--- src/hw/rtl/sbtc_pkg.sv ---
// Shared types, status codes and default sizes for the serialized tree search-tree checker.
// No dependencies; every other file in hw/rtl except sbtc_ram refers to this package by scoped names.

package sbtc_pkg;

   localparam int STACK_DEPTH_DEFAULT = 64;
   localparam int VALUE_BITS_DEFAULT  = 32;
   localparam int TOKEN_BITS          = 32;

   localparam logic [1:0] STATUS_OK         = 2'd0;
   localparam logic [1:0] STATUS_INCOMPLETE = 2'd1;
   localparam logic [1:0] STATUS_OVERFLOW   = 2'd2;

   typedef struct packed {
      logic                          token_is_null;
      logic signed [TOKEN_BITS-1:0]  token_value;
      logic                          line_end;
   } req_type;

   typedef struct packed {
      logic       is_search_tree;
      logic [1:0] status;
   } rsp_type;

   // command handed from the stack stage to the order check stage
   typedef struct packed {
      logic       valid;
      logic       pop;
      logic       line_end;
      logic [1:0] status;
   } chk_cmd_type;

endpackage

--- src/hw/rtl/sbtc_ram.sv ---
// Generic single-port-write, single-port-read RAM with a registered read.
// No dependencies.

module sbtc_ram #(
   parameter int WIDTH = 32,
   parameter int DEPTH = 64
) (
   input  logic                     clock,
   input  logic                     wr_en,
   input  logic [$clog2(DEPTH)-1:0] wr_addr,
   input  logic [WIDTH-1:0]         wr_data,
   input  logic                     rd_en,
   input  logic [$clog2(DEPTH)-1:0] rd_addr,
   output logic [WIDTH-1:0]         rd_data
);

   logic [WIDTH-1:0] mem_ff [DEPTH];
   logic [WIDTH-1:0] rd_data_ff;

   always_ff @(posedge clock) begin
      if (wr_en) begin
         mem_ff[wr_addr] <= wr_data;
      end
      if (rd_en) begin
         rd_data_ff <= mem_ff[rd_addr];
      end
   end

   assign rd_data = rd_data_ff;

endmodule

--- src/hw/rtl/sbtc_stack_ctl.sv ---
// Stack stage: tracks depth, completion and overflow, drives the stack RAM ports.
// Depends on sbtc_pkg.

module sbtc_stack_ctl #(
   parameter int STACK_DEPTH = sbtc_pkg::STACK_DEPTH_DEFAULT,
   parameter int VALUE_BITS  = sbtc_pkg::VALUE_BITS_DEFAULT
) (
   input  logic                           clock,
   input  logic                           reset,
   input  logic                           accept,
   input  logic                           advance,
   input  sbtc_pkg::req_type              req,
   input  logic [VALUE_BITS-1:0]          value,
   output logic                           wr_en,
   output logic [$clog2(STACK_DEPTH)-1:0] wr_addr,
   output logic [VALUE_BITS-1:0]          wr_data,
   output logic                           rd_en,
   output logic [$clog2(STACK_DEPTH)-1:0] rd_addr,
   output sbtc_pkg::chk_cmd_type          cmd
);

   localparam int CW = $clog2(STACK_DEPTH + 1);
   localparam int AW = $clog2(STACK_DEPTH);

   logic [CW-1:0] count_ff, count_in;
   logic          done_ff, done_in;
   logic          ovf_ff, ovf_in;
   sbtc_pkg::chk_cmd_type cmd_ff, cmd_in;

   logic          active;
   logic          is_full;
   logic          is_empty;
   logic          push;
   logic          pop;
   logic [CW-1:0] count_dec;
   logic          done_new;
   logic          ovf_new;

   assign active    = !done_ff && !ovf_ff;
   assign is_full   = (count_ff == CW'(STACK_DEPTH));
   assign is_empty  = (count_ff == '0);
   assign push      = accept && active && !req.token_is_null && !is_full;
   assign pop       = accept && active && req.token_is_null && !is_empty;
   assign count_dec = count_ff - CW'(1);
   assign done_new  = done_ff || (active && req.token_is_null && is_empty);
   assign ovf_new   = ovf_ff || (active && !req.token_is_null && is_full);

   assign wr_en   = push;
   assign wr_addr = count_ff[AW-1:0];
   assign wr_data = value;
   assign rd_en   = pop;
   assign rd_addr = count_dec[AW-1:0];

   always_comb begin
      count_in = count_ff;
      done_in  = done_ff;
      ovf_in   = ovf_ff;
      cmd_in   = cmd_ff;
      if (advance) begin
         cmd_in.valid    = accept;
         cmd_in.pop      = pop;
         cmd_in.line_end = req.line_end;
         if (ovf_new) begin
            cmd_in.status = sbtc_pkg::STATUS_OVERFLOW;
         end else if (!done_new) begin
            cmd_in.status = sbtc_pkg::STATUS_INCOMPLETE;
         end else begin
            cmd_in.status = sbtc_pkg::STATUS_OK;
         end
      end
      if (accept) begin
         if (req.line_end) begin
            count_in = '0;
            done_in  = 1'b0;
            ovf_in   = 1'b0;
         end else begin
            done_in = done_new;
            ovf_in  = ovf_new;
            if (push) begin
               count_in = count_ff + CW'(1);
            end else if (pop) begin
               count_in = count_dec;
            end
         end
      end
   end

   always_ff @(posedge clock) begin
      if (reset) begin
         count_ff       <= '0;
         done_ff        <= 1'b0;
         ovf_ff         <= 1'b0;
         cmd_ff.valid   <= 1'b0;
      end else begin
         count_ff       <= count_in;
         done_ff        <= done_in;
         ovf_ff         <= ovf_in;
         cmd_ff.valid   <= cmd_in.valid;
      end
      cmd_ff.pop      <= cmd_in.pop;
      cmd_ff.line_end <= cmd_in.line_end;
      cmd_ff.status   <= cmd_in.status;
   end

   assign cmd = cmd_ff;

   a_count_bound: assert property (@(posedge clock) disable iff (reset)
      count_ff <= CW'(STACK_DEPTH))
      else $error("stack count beyond depth");

   a_line_clears: assert property (@(posedge clock) disable iff (reset)
      accept && req.line_end |=> count_ff == '0 && !done_ff && !ovf_ff)
      else $error("line end did not clear stack state");

   a_done_xor_ovf: assert property (@(posedge clock) disable iff (reset)
      !(done_ff && ovf_ff))
      else $error("tree complete and overflow both set");

endmodule

--- src/hw/rtl/sbtc_order_chk.sv ---
// Order check stage: compares popped nodes against the last in-order value, holds the result beat.
// Depends on sbtc_pkg.

module sbtc_order_chk #(
   parameter int VALUE_BITS = sbtc_pkg::VALUE_BITS_DEFAULT
) (
   input  logic                  clock,
   input  logic                  reset,
   input  sbtc_pkg::chk_cmd_type cmd,
   input  logic [VALUE_BITS-1:0] node,
   input  logic                  rsp_ready,
   output logic                  rsp_valid,
   output sbtc_pkg::rsp_type     rsp_data,
   output logic                  stall
);

   localparam logic [VALUE_BITS-1:0] MOST_NEG = {1'b1, {(VALUE_BITS-1){1'b0}}};

   logic [VALUE_BITS-1:0] prev_ff, prev_in;
   logic                  ok_ff, ok_in;
   logic                  rsp_valid_ff, rsp_valid_in;
   sbtc_pkg::rsp_type     rsp_ff, rsp_in;

   logic fire;
   logic ok_now;

   assign stall  = cmd.valid && cmd.line_end && rsp_valid_ff && !rsp_ready;
   assign fire   = cmd.valid && !stall;
   assign ok_now = cmd.pop ? (ok_ff && ($signed(prev_ff) < $signed(node))) : ok_ff;

   always_comb begin
      prev_in      = prev_ff;
      ok_in        = ok_ff;
      rsp_in       = rsp_ff;
      rsp_valid_in = rsp_valid_ff && !rsp_ready;
      if (fire) begin
         if (cmd.pop) begin
            prev_in = node;
            ok_in   = ok_now;
         end
         if (cmd.line_end) begin
            prev_in               = MOST_NEG;
            ok_in                 = 1'b1;
            rsp_valid_in          = 1'b1;
            rsp_in.status         = cmd.status;
            rsp_in.is_search_tree = (cmd.status == sbtc_pkg::STATUS_OK) && ok_now;
         end
      end
   end

   always_ff @(posedge clock) begin
      if (reset) begin
         prev_ff      <= MOST_NEG;
         ok_ff        <= 1'b1;
         rsp_valid_ff <= 1'b0;
      end else begin
         prev_ff      <= prev_in;
         ok_ff        <= ok_in;
         rsp_valid_ff <= rsp_valid_in;
      end
      rsp_ff <= rsp_in;
   end

   assign rsp_valid = rsp_valid_ff;
   assign rsp_data  = rsp_ff;

   a_pass_is_ok: assert property (@(posedge clock) disable iff (reset)
      rsp_valid_ff && rsp_ff.is_search_tree |-> rsp_ff.status == sbtc_pkg::STATUS_OK)
      else $error("passing verdict with a failure status");

endmodule

--- src/hw/rtl/serialized_tree_bst_check.sv ---
// Value formatting for the serialized tree checker: fits the token value to VALUE_BITS.
// Depends on sbtc_pkg; wraps the sign handling of incoming node values.

module sbtc_value_fmt #(
   parameter int VALUE_BITS = sbtc_pkg::VALUE_BITS_DEFAULT
) (
   input  logic signed [sbtc_pkg::TOKEN_BITS-1:0] token_value,
   output logic [VALUE_BITS-1:0]                  value
);

   if (VALUE_BITS <= sbtc_pkg::TOKEN_BITS) begin : g_narrow
      assign value = token_value[VALUE_BITS-1:0];
   end else begin : g_wide
      assign value = {{(VALUE_BITS-sbtc_pkg::TOKEN_BITS){token_value[sbtc_pkg::TOKEN_BITS-1]}},
                      token_value};
   end

endmodule

--- src/hw/rtl/serialized_tree_bst_check_core.sv ---
// Top level of the serialized tree search-tree checker.
// Depends on sbtc_pkg, sbtc_ram, sbtc_stack_ctl, sbtc_order_chk and sbtc_value_fmt.
//
// Takes one preorder token per cycle while not stalled (null markers for empty children) and
// gives one verdict beat per line, on the token that carries line_end. Tokens flow through two
// stages: the stack stage pushes node values into the stack RAM or issues a read of the top, and
// the check stage takes the registered command and RAM read and compares the popped value with
// the last in-order value. A verdict passes the command register and then the response register.
// Input stalls only while a line-end token waits behind an unread verdict. There is no clearing
// pass after reset: the stack RAM is only read below the current depth.

module serialized_tree_bst_check_core #(
   parameter int STACK_DEPTH = sbtc_pkg::STACK_DEPTH_DEFAULT,
   parameter int VALUE_BITS  = sbtc_pkg::VALUE_BITS_DEFAULT
) (
   input  logic              clock,
   input  logic              reset,
   input  logic              req_valid,
   output logic              req_ready,
   input  sbtc_pkg::req_type req_data,
   output logic              rsp_valid,
   input  logic              rsp_ready,
   output sbtc_pkg::rsp_type rsp_data
);

   localparam int AW = $clog2(STACK_DEPTH);

   logic                  stall;
   logic                  advance;
   logic                  accept;
   logic [VALUE_BITS-1:0] value;
   logic                  wr_en;
   logic [AW-1:0]         wr_addr;
   logic [VALUE_BITS-1:0] wr_data;
   logic                  rd_en;
   logic [AW-1:0]         rd_addr;
   logic [VALUE_BITS-1:0] rd_data;
   sbtc_pkg::chk_cmd_type cmd;

   assign advance   = !stall;
   assign req_ready = advance;
   assign accept    = req_valid && advance;

   sbtc_value_fmt #(
      .VALUE_BITS (VALUE_BITS)
   ) u_fmt (
      .token_value (req_data.token_value),
      .value       (value)
   );

   sbtc_stack_ctl #(
      .STACK_DEPTH (STACK_DEPTH),
      .VALUE_BITS  (VALUE_BITS)
   ) u_stack (
      .clock   (clock),
      .reset   (reset),
      .accept  (accept),
      .advance (advance),
      .req     (req_data),
      .value   (value),
      .wr_en   (wr_en),
      .wr_addr (wr_addr),
      .wr_data (wr_data),
      .rd_en   (rd_en),
      .rd_addr (rd_addr),
      .cmd     (cmd)
   );

   sbtc_ram #(
      .WIDTH (VALUE_BITS),
      .DEPTH (STACK_DEPTH)
   ) u_ram (
      .clock   (clock),
      .wr_en   (wr_en),
      .wr_addr (wr_addr),
      .wr_data (wr_data),
      .rd_en   (rd_en),
      .rd_addr (rd_addr),
      .rd_data (rd_data)
   );

   sbtc_order_chk #(
      .VALUE_BITS (VALUE_BITS)
   ) u_chk (
      .clock     (clock),
      .reset     (reset),
      .cmd       (cmd),
      .node      (rd_data),
      .rsp_ready (rsp_ready),
      .rsp_valid (rsp_valid),
      .rsp_data  (rsp_data),
      .stall     (stall)
   );

endmodule
--- config.mk ---
export PLATFORM = sky130hd
export DESIGN_NAME = serialized_tree_bst_check_core
export DESIGN_NICKNAME = d
export VERILOG_FILES = /design/src/hw/rtl/sbtc_pkg.sv /design/src/hw/rtl/sbtc_ram.sv /design/src/hw/rtl/sbtc_stack_ctl.sv /design/src/hw/rtl/sbtc_order_chk.sv /design/src/hw/rtl/serialized_tree_bst_check.sv /design/src/hw/rtl/serialized_tree_bst_check_core.sv
export SDC_FILE = /design/constraint.sdc
export NUM_CORES = 2
export LEC_CHECK = 0
export BUFFER_PORTS_ARGS = -buffer_cell sky130_fd_sc_hd__buf_4
export CAP_MARGIN = 15
export CORE_MARGIN = 2
export CORE_UTILIZATION = 63
export CTS_CLUSTER_SIZE = 12
export DETAILED_ROUTE_END_ITERATION = 12
export PLACE_DENSITY = 0.79
export SLEW_MARGIN = 20
export SYNTH_ARGS = -nofsm -noshare
export SYNTH_HDL_FRONTEND = slang
export SYNTH_SLANG_ARGS = --single-unit
export TNS_END_PERCENT = 20
--- constraint.sdc ---
create_clock -name clock -period 6.01 [get_ports clock]
set_clock_uncertainty 0.05 [all_clocks]
set_input_delay 0.601 -clock clock [delete_from_list [all_inputs] [get_ports clock]]
set_output_delay 0.601 -clock clock [all_outputs]
set_load 0.005 [all_outputs]
==> flow_summary_export.csv <==
group,metric,value,unit
run_status,status,"complete, no violations",
timing,maxSlewHeadroom,22.14,%
synth,synth-seq-cells,2131,
cts,cts_tree,"built",
floorplanning,ios,43,
drt,viasPerCell,7.478,
critical_path,worstPathArrival,5.49,ns
layout,fin_nets,3704,
global_route,grt-ovfl-total,0,
timing,setup_viol,0,
cts,clock_sinks,2131,
timing,holdWs,0.07042,ns
drt,dr.first_iter.drc_count,7142,
synth,synth_warnings,0,
cts,clock_latency,0.83,ns
cts,hold_buffers,2,
layout,layout-drive-gt1-share,29.90,%
timing,worstMarginPinSlew,1.165,ns
cts,clockBufferDepth,3,
floorplanning,dieArea,132500,um2
placement,portBuffers,42,
timing,fin_crit_sh,83.06,%
floorplanning,die_x,364.0,um
critical_path,critical-path-top-delay-family,"buffers and inverters",
floorplanning,start_util,63.29,%
drt,post-route-drc-count,0,
drt,routed_wl,217300,um
pwr,p_total,31.19,mW
critical_path,path_cells,"inv_1 > ha_4 > buf_12 > buf_12 > buf_4 > mux4_2 > mux4_2 > a22oi_1 > nand2_1",
drt,firstDrtPassIters,6,
timing,slew_viol_final,0,
synth,netlist_instances,3443,
critical_path,endpoint_kind,"flip-flop",
floorplanning,core,129000,um2
timing,timing.final.crit_period,4.992,ns
drt,drtAntennaViolNets,0,
synth,synth_edf_count,2087,
critical_path,critPathSlowestCell,"dfxtp_4",
global_route,grt_pass1_wl,305100,um
critical_path,critPathMaxStageDelay,0.89,ns
run,drv_cap,0,
timing,fmax,0.2003,GHz
critical_path,crit_path_start_kind,"flip-flop",
global_route,grt_pass1_vias,40614,
synth,synth_area,81640,um2
synth,syn_nets,3515,
placement,dp_hpwl,108900,um
critical_path,r2r_cells,9,
cts,cts.clk_slew.worst_paths,0.06,ns
timing,final.setup.tns,0,ns
cts,cts_inserted_buffers,203,
cts,htree_levels,4,
synth,synth-async-reset-ratio,0,%
synth,synth.avg_cell_area,23.71,um2
cts,cts_setup_buffers,0,
placement,dp_cells,5155,
floorplanning,rows,132,
synth,ys_types,54,
global_route,grt_antenna_before_repair,9,
pwr,power.density,341.9,nW/um2
cts,postCtsResizedCells,0,
layout,syn2layout_area_growth,11.73,%
cts,cts.root.buffer_cell,"clkbuf_16",
min_path,min_path_type,"input pin to flip-flop",
critical_path,crit_required,6.51,ns
critical_path,path_depth,9,
drt,wl_per_cell,39.65,um
synth,synth-main-ff-cell,"edfxtp_1",
critical_path,worst-setup-path-type,"flip-flop to flip-flop",
drt,vias,40982,
layout,fin_cells,5480,
timing,rsz0062_at_grt,"no",
floorplanning,fp.dieH,364.0,um
pwr,ir_worst_vdd,0.2437,mV
min_path,hold_depth,3,
pwr,p_leak,27.56,nW
synth,yosysSeqAreaShare,77.85,%
placement,place.gp.congestion,0.8667,
critical_path,crit_buf_inv,4,
critical_path,crit_fanout,57,
timing,hold_viol,0,
global_route,grt_max_degree,98,
global_route,grt_usage,33.32,%
[synth_stat cells, types with 12 or more instances]
library cell,count,area (um2)
a21oi_1,55,275.3
a22oi_1,64,480.5
buf_1,12,45.04
buf_2,57,285.3
buf_6,12,135.1
clkbuf_1,97,364.1
dfxtp_1,44,880.8
edfxtp_1,2087,62670
ha_1,34,425.4
inv_1,43,161.4
mux4_2,640,14410
nand2_1,53,198.9
nand3_1,16,80.08
nor2_1,107,401.6
nor3_1,35,175.2
[where the power goes]
part / switching, mW / leakage [nW] / total [mW] / internal [mW]
Clock: 5.35 / 2.82 / 11.8 / 6.42
Sequential: 0.0673 / 19.1 / 16.5 / 16.4
Combinational: 1.82 / 5.60 / 2.91 / 1.09
[sequential cells by signal, summed over array words and instances, names as in the netlist, 3 cells and up]
name and cells:
u_chk.prev_ff 32, u_stack.count_ff 7, u_stack.cmd 5, u_ram.mem_ff 2048, u_ram.rd_data 32, u_chk.rsp_data 3
[final timing paths]
path / from / slack (ns) / to
max: u_stack.count_ff[0]$_SDFFE_PP0P_ / 1.02 / u_ram.rd_data[15]$_DFFE_PP_
min: rsp_ready / 0.07 / u_chk.rsp_valid$_SDFF_PP0_
min reg2reg: u_stack.cmd[1]$_SDFFCE_PN1N_ / 0.41 / u_chk.rsp_data[1]$_DFFE_PP_
max reg2reg: u_stack.count_ff[0]$_SDFFE_PP0P_ / 1.02 / u_ram.rd_data[15]$_DFFE_PP_
[per-stage QoR]
stage          utilization, %  setup slack, ns  instance area (um2)
3_3_place_gp            65.86            1.226                84950
2_1_floorplan               -            1.563                81640
5_1_grt                 70.70           0.7059                91200
6_report                70.71            1.018                91210
3_5_place_dp            65.90            1.164                85010
4_1_cts                 70.44            1.079                90860
[final cells by class]
cell class / count / area (um2)
flip-flops and latches: 2131 / 63550
fillers: 6787 / 37780
multi-input cells: 1087 / 17630
clock buffers: 278 / 5549
well taps: 1742 / 2180
repair buffers: 166 / 1848
clock inverters: 28 / 281.5
inverters: 43 / 161.4
diodes: 5 / 12.51
[cell families after synthesis]
logic type / count (synthesis) / share of synthesized area, %
muxes: 642 / 17.68
xor gates and xnor gates: 6 / 0.06438
and+or+nand+nor: 249 / 1.353
DFF: 2131 / 77.85
adders and majority gates: 34 / 0.5211
AOI/OAI and AO/OA: 156 / 1.283
buffers and inverters: 225 / 1.251
[routing by layer]
| layer | vias up | wire [um] | global-route usage, % | share of wire [%] |
|---|---|---|---|---|
| li1 | 15088 | - | - | - |
| met1 | 21390 | 73720 | 46.46 | 34 |
| met2 | 3858 | 104300 | 51.08 | 48 |
| met3 | 636 | 28750 | 8.531 | 13 |
| met4 | 10 | 10380 | 14.47 | 4.8 |
| met5 | - | 76 | 0 | 0.035 |
[worst register-to-register path, cell delays in order (launching register included)]
cell and delay, ns:
dfxtp_4 0.89, inv_1 0.36, ha_4 0.64, buf_12 0.38, buf_12 0.39, buf_4 0.42, mux4_2 0.35, mux4_2 0.53
a22oi_1 0.59, nand2_1 0.11
[layout by cell type, fill, tap and decap left out, types with 3 or more instances in the layout]
cell and count:
nor2_4 65, a22oi_1 64, nor3_1 34, clkinv_8 3, nand4_1 9, o21ai_0 6
diode_2 5, mux4_2 640, nor2_1 40, clkbuf_16 209, nand3_1 14, or3_1 5
inv_16 4, ha_1 33, dfxtp_1 43, o22ai_1 3, clkinv_1 9, nor2b_1 4
a211oi_1 4, clkbuf_1 63, nand2b_1 10, clkbuf_8 6, inv_1 43, buf_16 14
nand2_1 53, a21oi_1 55, buf_12 25, edfxtp_1 2087, clkinv_2 7, buf_4 124
Note: power is estimated with default switching activity, not from simulation.
